[config.mk]
export PLATFORM = sky130hd
export DESIGN_NAME = bitstream_packet_crc_patcher_top
export DESIGN_NICKNAME = d
export VERILOG_FILES = /design/src/rtl/bpcp_pkg.sv /design/src/rtl/bpcp_cfg_regs.sv /design/src/rtl/bpcp_parser.sv /design/src/rtl/bitstream_packet_crc_patcher_top.sv
export SDC_FILE = /design/constraint.sdc
export NUM_CORES = 1
export LEC_CHECK = 0
export BUFFER_PORTS_ARGS = -buffer_cell sky130_fd_sc_hd__buf_4
export CAP_MARGIN = 20
export CORE_MARGIN = 2
export CORE_UTILIZATION = 50
export DETAILED_ROUTE_END_ITERATION = 6
export GPL_ROUTABILITY_DRIVEN = 0
export PLACE_DENSITY = 0.68
export SKIP_LAST_GASP = 1
export SYNTH_ARGS = -nofsm -noshare
export SYNTH_HDL_FRONTEND = slang
export SYNTH_SLANG_ARGS = --single-unit
[constraint.sdc]
create_clock -name aclk -period 5 [get_ports aclk]
set_input_delay 1 -clock aclk [delete_from_list [all_inputs] [get_ports aclk]]
set_output_delay 1 -clock aclk [all_outputs]
set_load 0.03 [all_outputs]
[src/rtl/bpcp_pkg.sv]
`timescale 1ns / 1ps

package bpcp_pkg;

    // Width of the type 2 word count and of the counters that hold it.
    localparam int COUNT_BITS       = 27;
    localparam int TYPE1_COUNT_BITS = 11;
    localparam int REG_BITS         = 14;

    localparam logic [31:0] SYNC_WORD = 32'hAA99_5566;
    localparam logic [15:0] CRC_POLY  = 16'h8005;
    localparam logic [15:0] CRC_INIT  = 16'hFFFF;

    localparam logic [31:0] KEEP_MASK_RESET    = 32'hFFFE_7FFF;
    localparam logic [31:0] SET_BITS_RESET     = 32'h0001_0000;
    localparam logic [31:0] CTRL_REPLACE_RESET = 32'h0000_0008;

    // Configuration register indexes.
    localparam logic [1:0] CFG_KEEP_MASK    = 2'd0;
    localparam logic [1:0] CFG_SET_BITS     = 2'd1;
    localparam logic [1:0] CFG_CTRL_REPLACE = 2'd2;

    // Configuration logic registers that the block cares about.
    localparam logic [REG_BITS-1:0] REG_CRC  = 14'd0;
    localparam logic [REG_BITS-1:0] REG_FDRI = 14'd2;
    localparam logic [REG_BITS-1:0] REG_CMD  = 14'd4;
    localparam logic [REG_BITS-1:0] REG_CTL  = 14'd5;
    localparam logic [REG_BITS-1:0] REG_MASK = 14'd6;
    localparam logic [REG_BITS-1:0] REG_COR  = 14'd9;

    localparam logic [31:0] CMD_RCRC = 32'd7;

    // Packet header codes.
    localparam logic [2:0] PKT_TYPE1 = 3'd1;
    localparam logic [2:0] PKT_TYPE2 = 3'd2;
    localparam logic [1:0] OP_NOP    = 2'd0;
    localparam logic [1:0] OP_WRITE  = 2'd2;

    typedef enum logic [2:0] {
        PH_SEARCH = 3'd0,
        PH_HEADER = 3'd2,
        PH_DATA   = 3'd3,
        PH_CRCW   = 3'd4,
        PH_PASS   = 3'd5
    } phase_t;

    typedef enum logic [2:0] {
        ST_SEARCH    = 3'd0,
        ST_SYNC      = 3'd1,
        ST_HEADER    = 3'd2,
        ST_DATA      = 3'd3,
        ST_CRCW      = 3'd4,
        ST_PASS      = 3'd5,
        ST_TYPE2_ERR = 3'd6
    } status_t;

    typedef struct packed {
        logic [31:0] keep_mask;
        logic [31:0] set_bits;
        logic [31:0] ctrl_replace;
    } cfg_t;

    typedef struct packed {
        logic [31:0] data_word;
        logic        last_word;
    } item_t;

    typedef struct packed {
        logic [31:0] word_out;
        status_t     status;
        logic [15:0] check_crc;
        logic        last_out;
    } result_t;

    // Reverses the bit order inside each byte; the byte order is kept.
    function automatic logic [31:0] swap_bits_in_bytes(input logic [31:0] w);
        logic [31:0] o;
        for (int b = 0; b < 4; b++) begin
            for (int i = 0; i < 8; i++) begin
                o[8*b+i] = w[8*b+7-i];
            end
        end
        return o;
    endfunction

    function automatic logic [15:0] reverse16(input logic [15:0] v);
        logic [15:0] o;
        for (int i = 0; i < 16; i++) begin
            o[i] = v[15-i];
        end
        return o;
    endfunction

    // One bit of the CRC-16 register, data taken least significant bit first.
    function automatic logic [15:0] crc_bit(input logic [15:0] crc, input logic d);
        logic [15:0] s;
        s = {crc[14:0], 1'b0};
        if (crc[15] ^ d) begin
            s = s ^ CRC_POLY;
        end
        return s;
    endfunction

    // A data word followed by the five register address bits; synthesis
    // flattens the unrolled shift into an XOR network.
    function automatic logic [15:0] crc_feed37(input logic [15:0] crc,
                                               input logic [36:0] bits);
        logic [15:0] c;
        c = crc;
        for (int i = 0; i < 37; i++) begin
            c = crc_bit(c, bits[i]);
        end
        return c;
    endfunction

    function automatic logic [15:0] crc_feed16(input logic [15:0] crc,
                                               input logic [15:0] bits);
        logic [15:0] c;
        c = crc;
        for (int i = 0; i < 16; i++) begin
            c = crc_bit(c, bits[i]);
        end
        return c;
    endfunction

endpackage

[src/rtl/bpcp_cfg_regs.sv]
`timescale 1ns / 1ps

module bpcp_cfg_regs
    import bpcp_pkg::*;
(
    input  logic        aclk,
    input  logic        aresetn,
    input  logic        cfg_valid,
    output logic        cfg_ready,
    input  logic [1:0]  cfg_index,
    input  logic [31:0] cfg_data,
    output cfg_t        cfg
);

    cfg_t cfg_reg;

    // Writes are always taken; an index beyond the register list is dropped.
    assign cfg_ready = 1'b1;
    assign cfg       = cfg_reg;

    always_ff @(posedge aclk) begin
        if (!aresetn) begin
            cfg_reg.keep_mask    <= KEEP_MASK_RESET;
            cfg_reg.set_bits     <= SET_BITS_RESET;
            cfg_reg.ctrl_replace <= CTRL_REPLACE_RESET;
        end else if (cfg_valid) begin
            case (cfg_index)
                CFG_KEEP_MASK:    cfg_reg.keep_mask    <= cfg_data;
                CFG_SET_BITS:     cfg_reg.set_bits     <= cfg_data;
                CFG_CTRL_REPLACE: cfg_reg.ctrl_replace <= cfg_data;
                default: begin
                end
            endcase
        end
    end

endmodule

[src/rtl/bpcp_parser.sv]
`timescale 1ns / 1ps

module bpcp_parser
    import bpcp_pkg::*;
(
    input  logic    aclk,
    input  logic    aresetn,
    input  logic    step_en,
    input  item_t   item,
    input  cfg_t    cfg,
    output result_t result
);

    phase_t                phase_reg, phase_next;
    logic [COUNT_BITS-1:0] header_count_reg, header_count_next;
    logic [COUNT_BITS-1:0] words_left_reg, words_left_next;
    logic [REG_BITS-1:0]   target_register_reg, target_register_next;
    logic [15:0]           original_crc_reg, original_crc_next;
    logic [15:0]           patched_crc_reg, patched_crc_next;

    logic [31:0]           r;
    logic [4:0]            reg5;
    logic [2:0]            pkt_type;
    logic [1:0]            pkt_op;
    logic [COUNT_BITS-1:0] hdr_count;
    logic                  hdr_type_ok;
    logic                  hdr_type2_err;
    logic                  hdr_op_ok;
    logic [COUNT_BITS-1:0] words_left_dec;
    logic [31:0]           patched_word;
    logic                  rcrc_hit;
    logic [15:0]           crc_word;
    logic [15:0]           orig_data_crc, patch_data_crc;
    logic [15:0]           orig_crcw_crc, patch_crcw_crc;

    logic [31:0]           word_step;
    status_t               status_step;
    logic [COUNT_BITS-1:0] header_count_step, words_left_step;
    logic [REG_BITS-1:0]   target_register_step;
    logic [15:0]           original_crc_step, patched_crc_step;

    // Decode of the incoming word.
    assign r           = swap_bits_in_bytes(item.data_word);
    assign reg5        = target_register_reg[4:0];
    assign pkt_type    = r[31:29];
    assign pkt_op      = r[28:27];
    assign hdr_count   = (pkt_type == PKT_TYPE1) ? COUNT_BITS'(r[TYPE1_COUNT_BITS-1:0])
                                                 : r[COUNT_BITS-1:0];
    assign hdr_type_ok   = (pkt_type == PKT_TYPE1) || (pkt_type == PKT_TYPE2);
    assign hdr_type2_err = (pkt_type == PKT_TYPE2) && (header_count_reg != '0);
    assign hdr_op_ok     = (pkt_op == OP_NOP) || (pkt_op == OP_WRITE);
    assign words_left_dec = words_left_reg - COUNT_BITS'(1);

    always_comb begin
        case (target_register_reg)
            REG_CRC:           patched_word = {16'h0000, reverse16(patched_crc_reg)};
            REG_COR:           patched_word = (r & cfg.keep_mask) | cfg.set_bits;
            REG_CTL, REG_MASK: patched_word = cfg.ctrl_replace;
            default:           patched_word = r;
        endcase
    end

    assign rcrc_hit       = (target_register_reg == REG_CMD) && (r == CMD_RCRC);
    assign crc_word       = reverse16(patched_crc_reg);
    assign orig_data_crc  = crc_feed37(original_crc_reg, {reg5, r});
    assign patch_data_crc = crc_feed37(patched_crc_reg, {reg5, patched_word});
    assign orig_crcw_crc  = crc_feed16(original_crc_reg, r[15:0]);
    assign patch_crcw_crc = crc_feed16(patched_crc_reg, crc_word);

    // Next phase.
    always_comb begin
        phase_next = phase_reg;
        case (phase_reg)
            PH_SEARCH: begin
                if (r == SYNC_WORD) begin
                    phase_next = PH_HEADER;
                end
            end
            PH_HEADER: begin
                if (!hdr_type_ok || hdr_type2_err || !hdr_op_ok) begin
                    phase_next = PH_PASS;
                end else if (hdr_count != '0) begin
                    phase_next = PH_DATA;
                end
            end
            PH_DATA: begin
                if (words_left_dec == '0) begin
                    if ((target_register_reg == REG_FDRI) && (header_count_reg != '0)) begin
                        phase_next = PH_CRCW;
                    end else begin
                        phase_next = PH_HEADER;
                    end
                end
            end
            PH_CRCW: phase_next = PH_HEADER;
            PH_PASS: phase_next = PH_PASS;
            default: phase_next = PH_SEARCH;
        endcase
        if (item.last_word) begin
            phase_next = PH_SEARCH;
        end
    end

    // Result word, status and the datapath state.
    always_comb begin
        word_step            = r;
        status_step          = ST_PASS;
        header_count_step    = header_count_reg;
        words_left_step      = words_left_reg;
        target_register_step = target_register_reg;
        original_crc_step    = original_crc_reg;
        patched_crc_step     = patched_crc_reg;
        case (phase_reg)
            PH_SEARCH: begin
                status_step = (r == SYNC_WORD) ? ST_SYNC : ST_SEARCH;
            end
            PH_HEADER: begin
                if (!hdr_type_ok) begin
                    status_step = ST_PASS;
                end else if (hdr_type2_err) begin
                    status_step = ST_TYPE2_ERR;
                end else begin
                    // Count and register are taken even when the op is bad.
                    header_count_step = hdr_count;
                    if (pkt_type == PKT_TYPE1) begin
                        target_register_step = r[26:13];
                    end
                    if (hdr_op_ok) begin
                        status_step     = ST_HEADER;
                        words_left_step = hdr_count;
                    end else begin
                        status_step = ST_PASS;
                    end
                end
            end
            PH_DATA: begin
                status_step     = ST_DATA;
                word_step       = patched_word;
                words_left_step = words_left_dec;
                if (rcrc_hit) begin
                    original_crc_step = '0;
                    patched_crc_step  = '0;
                end else begin
                    original_crc_step = orig_data_crc;
                    patched_crc_step  = patch_data_crc;
                end
            end
            PH_CRCW: begin
                status_step       = ST_CRCW;
                word_step         = {16'h0000, crc_word};
                original_crc_step = orig_crcw_crc;
                patched_crc_step  = patch_crcw_crc;
            end
            default: begin
                status_step = ST_PASS;
            end
        endcase

        // The end of a stream puts everything but the configuration registers back to reset.
        if (item.last_word) begin
            header_count_next    = '0;
            words_left_next      = '0;
            target_register_next = '0;
            original_crc_next    = CRC_INIT;
            patched_crc_next     = CRC_INIT;
        end else begin
            header_count_next    = header_count_step;
            words_left_next      = words_left_step;
            target_register_next = target_register_step;
            original_crc_next    = original_crc_step;
            patched_crc_next     = patched_crc_step;
        end
    end

    assign result.word_out  = swap_bits_in_bytes(word_step);
    assign result.status    = status_step;
    assign result.check_crc = original_crc_step;
    assign result.last_out  = item.last_word;

    always_ff @(posedge aclk) begin
        if (!aresetn) begin
            phase_reg           <= PH_SEARCH;
            header_count_reg    <= '0;
            words_left_reg      <= '0;
            target_register_reg <= '0;
            original_crc_reg    <= CRC_INIT;
            patched_crc_reg     <= CRC_INIT;
        end else if (step_en) begin
            phase_reg           <= phase_next;
            header_count_reg    <= header_count_next;
            words_left_reg      <= words_left_next;
            target_register_reg <= target_register_next;
            original_crc_reg    <= original_crc_next;
            patched_crc_reg     <= patched_crc_next;
        end
    end

    // A data phase always has words still to come.
    a_data_has_words: assert property (@(posedge aclk) disable iff (!aresetn)
        (phase_reg == PH_DATA) |-> (words_left_reg != '0))
        else $error("data phase entered with no words left");

    // The CRC word only ever follows frame data.
    a_crcw_after_fdri: assert property (@(posedge aclk) disable iff (!aresetn)
        (phase_reg == PH_CRCW) |-> (target_register_reg == REG_FDRI))
        else $error("CRC word phase outside a frame data packet");

    // The last word of a stream returns the parser to sync search with fresh CRCs.
    a_last_restarts: assert property (@(posedge aclk) disable iff (!aresetn)
        (step_en && item.last_word) |=>
            (phase_reg == PH_SEARCH) && (original_crc_reg == CRC_INIT)
            && (patched_crc_reg == CRC_INIT))
        else $error("state not cleared after the last word");

endmodule

[src/rtl/bitstream_packet_crc_patcher_top.sv]
`timescale 1ns / 1ps

// Configuration bitstream CRC patcher. Each input transaction carries one
// 32-bit word of a configuration bitstream, four file bytes with the first
// in bits 31 to 24, and each produces exactly one output transaction with
// the word (possibly rewritten), a status code, the running CRC-16 over the
// original stream, and a copy of the last-word flag. The block hunts for the
// sync word, follows the packet headers, and rewrites writes to the CRC, COR,
// CTL and MASK registers as well as the CRC word after frame data, keeping a
// second CRC over the patched stream so that the rewritten bitstream still
// checks. A word flagged as last ends the stream and the block returns to
// sync search; the three configuration registers keep their values. The
// block takes one transaction per clock cycle without gaps while m_ready
// stays high: the complete parse and both 37-bit CRC updates sit in a
// single stage between the input register and the output register, and an
// accepted word waits in the input register until the output register can
// take its result, which then drives output valid. The input side is ready
// whenever its register is empty or moves on in the same cycle, which makes
// s_ready follow m_ready combinationally while both registers are full.
// Configuration writes are accepted in every cycle and must only be issued
// while no transaction is in flight.

module bitstream_packet_crc_patcher_top
    import bpcp_pkg::*;
(
    input  logic        aclk,
    input  logic        aresetn,

    // Configuration write channel.
    input  logic        cfg_valid,
    output logic        cfg_ready,
    input  logic [1:0]  cfg_index,
    input  logic [31:0] cfg_data,

    // Input word channel.
    input  logic        s_valid,
    output logic        s_ready,
    input  logic [31:0] s_data_word,
    input  logic        s_last_word,

    // Result channel.
    output logic        m_valid,
    input  logic        m_ready,
    output logic [31:0] m_word_out,
    output logic [2:0]  m_status,
    output logic [15:0] m_check_crc,
    output logic        m_last_out
);

    cfg_t    cfg;
    item_t   in_item_reg;
    logic    in_valid_reg;
    result_t step_result;
    result_t out_res_reg;
    logic    out_valid_reg;
    logic    advance;

    bpcp_cfg_regs u_cfg_regs (
        .aclk      (aclk),
        .aresetn   (aresetn),
        .cfg_valid (cfg_valid),
        .cfg_ready (cfg_ready),
        .cfg_index (cfg_index),
        .cfg_data  (cfg_data),
        .cfg       (cfg)
    );

    // The held word is processed, and the parser state moves on, in the
    // cycle in which the output register can take its result.
    assign advance = in_valid_reg && (!out_valid_reg || m_ready);
    assign s_ready = !in_valid_reg || advance;

    always_ff @(posedge aclk) begin
        if (!aresetn) begin
            in_valid_reg <= 1'b0;
        end else if (s_ready) begin
            in_valid_reg <= s_valid;
        end
    end

    always_ff @(posedge aclk) begin
        if (s_valid && s_ready) begin
            in_item_reg.data_word <= s_data_word;
            in_item_reg.last_word <= s_last_word;
        end
    end

    bpcp_parser u_parser (
        .aclk    (aclk),
        .aresetn (aresetn),
        .step_en (advance),
        .item    (in_item_reg),
        .cfg     (cfg),
        .result  (step_result)
    );

    always_ff @(posedge aclk) begin
        if (!aresetn) begin
            out_valid_reg <= 1'b0;
        end else if (advance) begin
            out_valid_reg <= 1'b1;
        end else if (m_ready) begin
            out_valid_reg <= 1'b0;
        end
    end

    always_ff @(posedge aclk) begin
        if (advance) begin
            out_res_reg <= step_result;
        end
    end

    assign m_valid     = out_valid_reg;
    assign m_word_out  = out_res_reg.word_out;
    assign m_status    = out_res_reg.status;
    assign m_check_crc = out_res_reg.check_crc;
    assign m_last_out  = out_res_reg.last_out;

    // A full input register facing a stalled result must not take more.
    a_stall_blocks_input: assert property (@(posedge aclk) disable iff (!aresetn)
        (in_valid_reg && out_valid_reg && !m_ready) |-> !s_ready)
        else $error("input accepted while both stages are stalled");

    // Every processed word lands in the output register.
    a_advance_fills_output: assert property (@(posedge aclk) disable iff (!aresetn)
        advance |=> out_valid_reg)
        else $error("processed word did not reach the output register");

endmodule

==> metrics.md <==
| Metric | Value |
|---|---|
| Initial DRC count | `between 1,500 and 2,000` |
| Top Ports | `127` |
| Total GRT Usage | `between 20 and 30%` |
| Setup bufs post-CTS | `0` |
| Die H | `180.9 µm` |
| Final Net Count | `1,917` |
| Worst r2r dst | `u_parser.patched_crc_reg[15]` |
| Worst Setup Path Type | `flip-flop to flip-flop` |
| Mapped Area | `around 0.016 mm²` |
| Critical Path AT | `about 4.7 ns` |
| Synth warnings | `0` |
| Synth top area cells | `dfxtp_1 (26%), edfxtp_1 (16%), nand2_1 (9.1%)` |
| Synth unique cells | `86` |
| End of the worst hold path | `u_parser.header_count_reg[23]` |
| Worst hold-check path type | `flip-flop to flip-flop` |
| Routed len/inst | `22.02 µm` |
| Max FFs per register | `96` |
| Seq pwr share | `36.2%` |
| Routed Antenna Nets | `0` |
| Antenna cells | `0` |
| CTS Buffer Depth | `3` |
| Reg2Reg Setup Slack | `between 0.7 and 0.8 ns` |
| Final WL | `49,830 µm` |
| Total grt overflow | `0` |
| Drt via density | `between 6 and 7` |
| Worst rel slew slack | `about a third` |
| # port buffers | `125` |
| Final setup violation count | `0` |
| Cts repair resizes | `0` |
| Root buffer cell | `clkbuf_16` |
| Fmax | `235.4 MHz` |
| Clock power share | `about 33%` |
| Worst R2R Path Depth | `12` |
| DRC Markers | `1` |
| Internal | `0.004943 W` |
| Fill cell count | `2,715` |
| Status | `finished with violations` |
| Post-synth EDFFs | `85` |
| Worst VDD drop | `between 0.2 and 0.3 mV` |
| DP HPWL | `34,680 µm` |
| Die Wd | `about 180 µm` |
| Async set-reset flop share out of synthesis | `0%` |
| Main synth FF type | `dfxtp_1` |
| Vias in the first global route | `roughly 13,000` |
| Clock skew | `0.008386 ns` |
| Cell row count | `between 60 and 70` |
| Area of the core | `0.03067 mm²` |
| Layout cells sized above 1 | `14.62%` |
| Power per cell area | `402.8 mW/mm²` |
| Final hold viol count | `0` |
| Pin count of the biggest net entering global routing | `84` |
| Maximum level of the CTS H-tree | `1` |
| Crit start category | `flip-flop` |
| CP max FO | `20` |
| TritonRoute pass-1 iters | `7` |
| Layout area overhead | `13.97%` |
| Setup TNS | `0 ns` |
| Combinational share of power | `between 30% and 40%` |
| CTS tree | `yes` |
| Max Cap Viol | `0` |
| Hold Startpoint | `u_parser.header_count_reg[23]` |
| Syn_area_per_cell | `8.725 µm²` |
| Crit path capture type | `flip-flop` |
| Hold depth | `2` |
| Hold Buf Count CTS | `0` |
| Syn_nets | `1,868` |
| Tcrit/Tclk final | `84.97%` |
| Worst r2r src | `u_parser.target_register_reg[0]` |
| Num CTS Buffers | `30` |
| Top cell type's share of synthesized area | `25.71%` |
| Synth Instances | `1,794` |
| First-pass GRT wire length | `76,800 µm` |
| Switch Pwr | `0.002244 W` |
| Initial antenna violation count | `1` |
| Static leakage | `approximately 6.6 nW` |
| Die area | `0.03274 mm²` |
| Clock-pin slew on the worst setup and hold paths | `about 0.070 ns` |
| Unrepaired setup endpoints after global routing | `no` |
| CP Data Required Time | `5.47 ns` |
| Clock sinks | `286` |
| Switching Share | `31.22%` |
| Synth area leader | `dfxtp_1` |
| Worst hold margin | `roughly 0.46 ns` |
| Fin crit period | `4.249 ns` |
| Worst skew pair latency | `0.56 ns` |
| Failing checks | `DRC` |
| Worst Max-Slew Pin Slew | `1.026 ns` |
| Routed vias | `approximately 14,000` |
| Max-slew violation count | `0` |
| Post-synthesis register bit count | `about 290` |
| Starting density of the core | `51.04%` |
| Seq/Total Area, Yosys | `42.01%` |
layout by cell type (no fill, tap or decap), drive strengths merged, types with 6 or more instances in the layout:
cell,netlist,layout
a21boi,99,99
a21oi,92,92
a22o,7,7
a22oi,43,43
a31oi,7,7
a32oi,6,6
and2,6,6
buf,30,166
clkbuf,119,31
clkinv,0,14
dfxtp,201,201
edfxtp,85,85
inv,13,16
mux2i,12,12
nand2,382,382
nand2b,16,16
nand3,70,70
nand3b,15,15
nand4,9,9
nor2,71,71
nor2b,38,38
nor3,40,40
nor3b,15,15
nor4,15,15
o211ai,12,12
o21a,8,8
o21ai,63,63
o221ai,21,21
o22ai,21,21
or2,6,6
or4,7,7
xnor2,143,143
xnor3,10,10
xor2,41,41
routing by layer:
layer,share of wire (%),GRT usage (%),up-vias
li1,-,-,6366
met1,42,42.35,6541
met2,43,44.23,768
met3,10,5.785,142
met4,4.7,12.32,2
met5,0.036,0.2963,-
power by group through the flow:
stage	sequential, W	combinational (W)	clock [W]
after global placement	0.00264	0.00216	0
after floorplan	0.00260	0.00176	0
after global routing	0.00260	0.00238	0.00250
after detailed placement	0.00265	0.00218	0
after CTS	0.00260	0.00219	0.00239
final	0.00260	0.00222	0.00237
area by class of cell:
cell class                      count  area (µm²)  area share (%)
Multi-Input combinational cell   1346        8398           47.08
Sequential cell                   286        6576           36.86
Timing Repair Buffer              166        1271           7.126
Clock buffer                       31       775.7           4.348
Tap cell                          396       495.5           2.777
Clock inverter                     25       274.0           1.536
Inverter                           13       48.80          0.2735
critical path, stage by stage, from the launching register on:
cell and delay, ns:
dfxtp_1 0.67, xor2_2 0.50, and2_1 0.42, buf_4 0.33, a22oi_1 0.15, o22ai_1 0.24, mux2i_2 0.37, xnor3_1 0.43
xor2_1 0.20, xnor3_2 0.33, xor2_1 0.17, xnor2_1 0.13, o311ai_1 0.21
cell usage after synthesis (all sizes together) (41+ instances only):
library cell / instances
nand3: 70
dfxtp: 201
clkbuf: 119
a21oi: 92
a21boi: 99
nor2: 71
o21ai: 63
a22oi: 43
nand2: 382
xor2: 41
edfxtp: 85
xnor2: 143
through the flow:
step	total power (W)	cells	util (%)	setup slack, ns	area, µm²
floorplan	0.004363	1794	-	1.264	15650
global placement	0.004800	2206	54.72	1.018	16780
detailed placement	0.004822	2206	54.72	0.8231	16780
CTS	0.007179	2262	58.14	0.8360	17830
global route	0.007489	2263	58.17	0.5171	17840
finish	0.007186	2263	58.17	0.7513	17840
how the worst max path moves through the flow:
| stage | slack (ns) | depth (start not counted) | from | to |
|---|---|---|---|---|
| floorplan | 1.26 | 5 | m_ready | m_check_crc[0] |
| detailed placement | 0.82 | 12 | u_parser.target_register_reg[0] | u_parser.patched_crc_reg[15] |
| global route | 0.52 | 13 | u_parser.target_register_reg[0] | u_parser.patched_crc_reg[0] |
| CTS | 0.84 | 12 | u_parser.target_register_reg[0] | u_parser.patched_crc_reg[15] |
| global placement | 1.02 | 12 | u_parser.target_register_reg[0] | u_parser.patched_crc_reg[15] |
| finish | 0.75 | 12 | u_parser.target_register_reg[0] | u_parser.patched_crc_reg[15] |
logic make-up (layout without fill, tap and decap cells):
logic type,after synthesis,count (layout),share of synthesized area [%]
AO/OA/AOI/OAI,425,425,19.01
XOR/XNOR,194,194,12.18
adder cells (fa/ha/maj),2,2,0.1598
buffers and inverters,162,235,4.452
flip-flops,286,286,42.01
multiplexers,12,12,0.9992
other,1,1,0.02396
AND/OR/NAND/NOR,712,712,21.16
(Power assumes the default switching activity.)
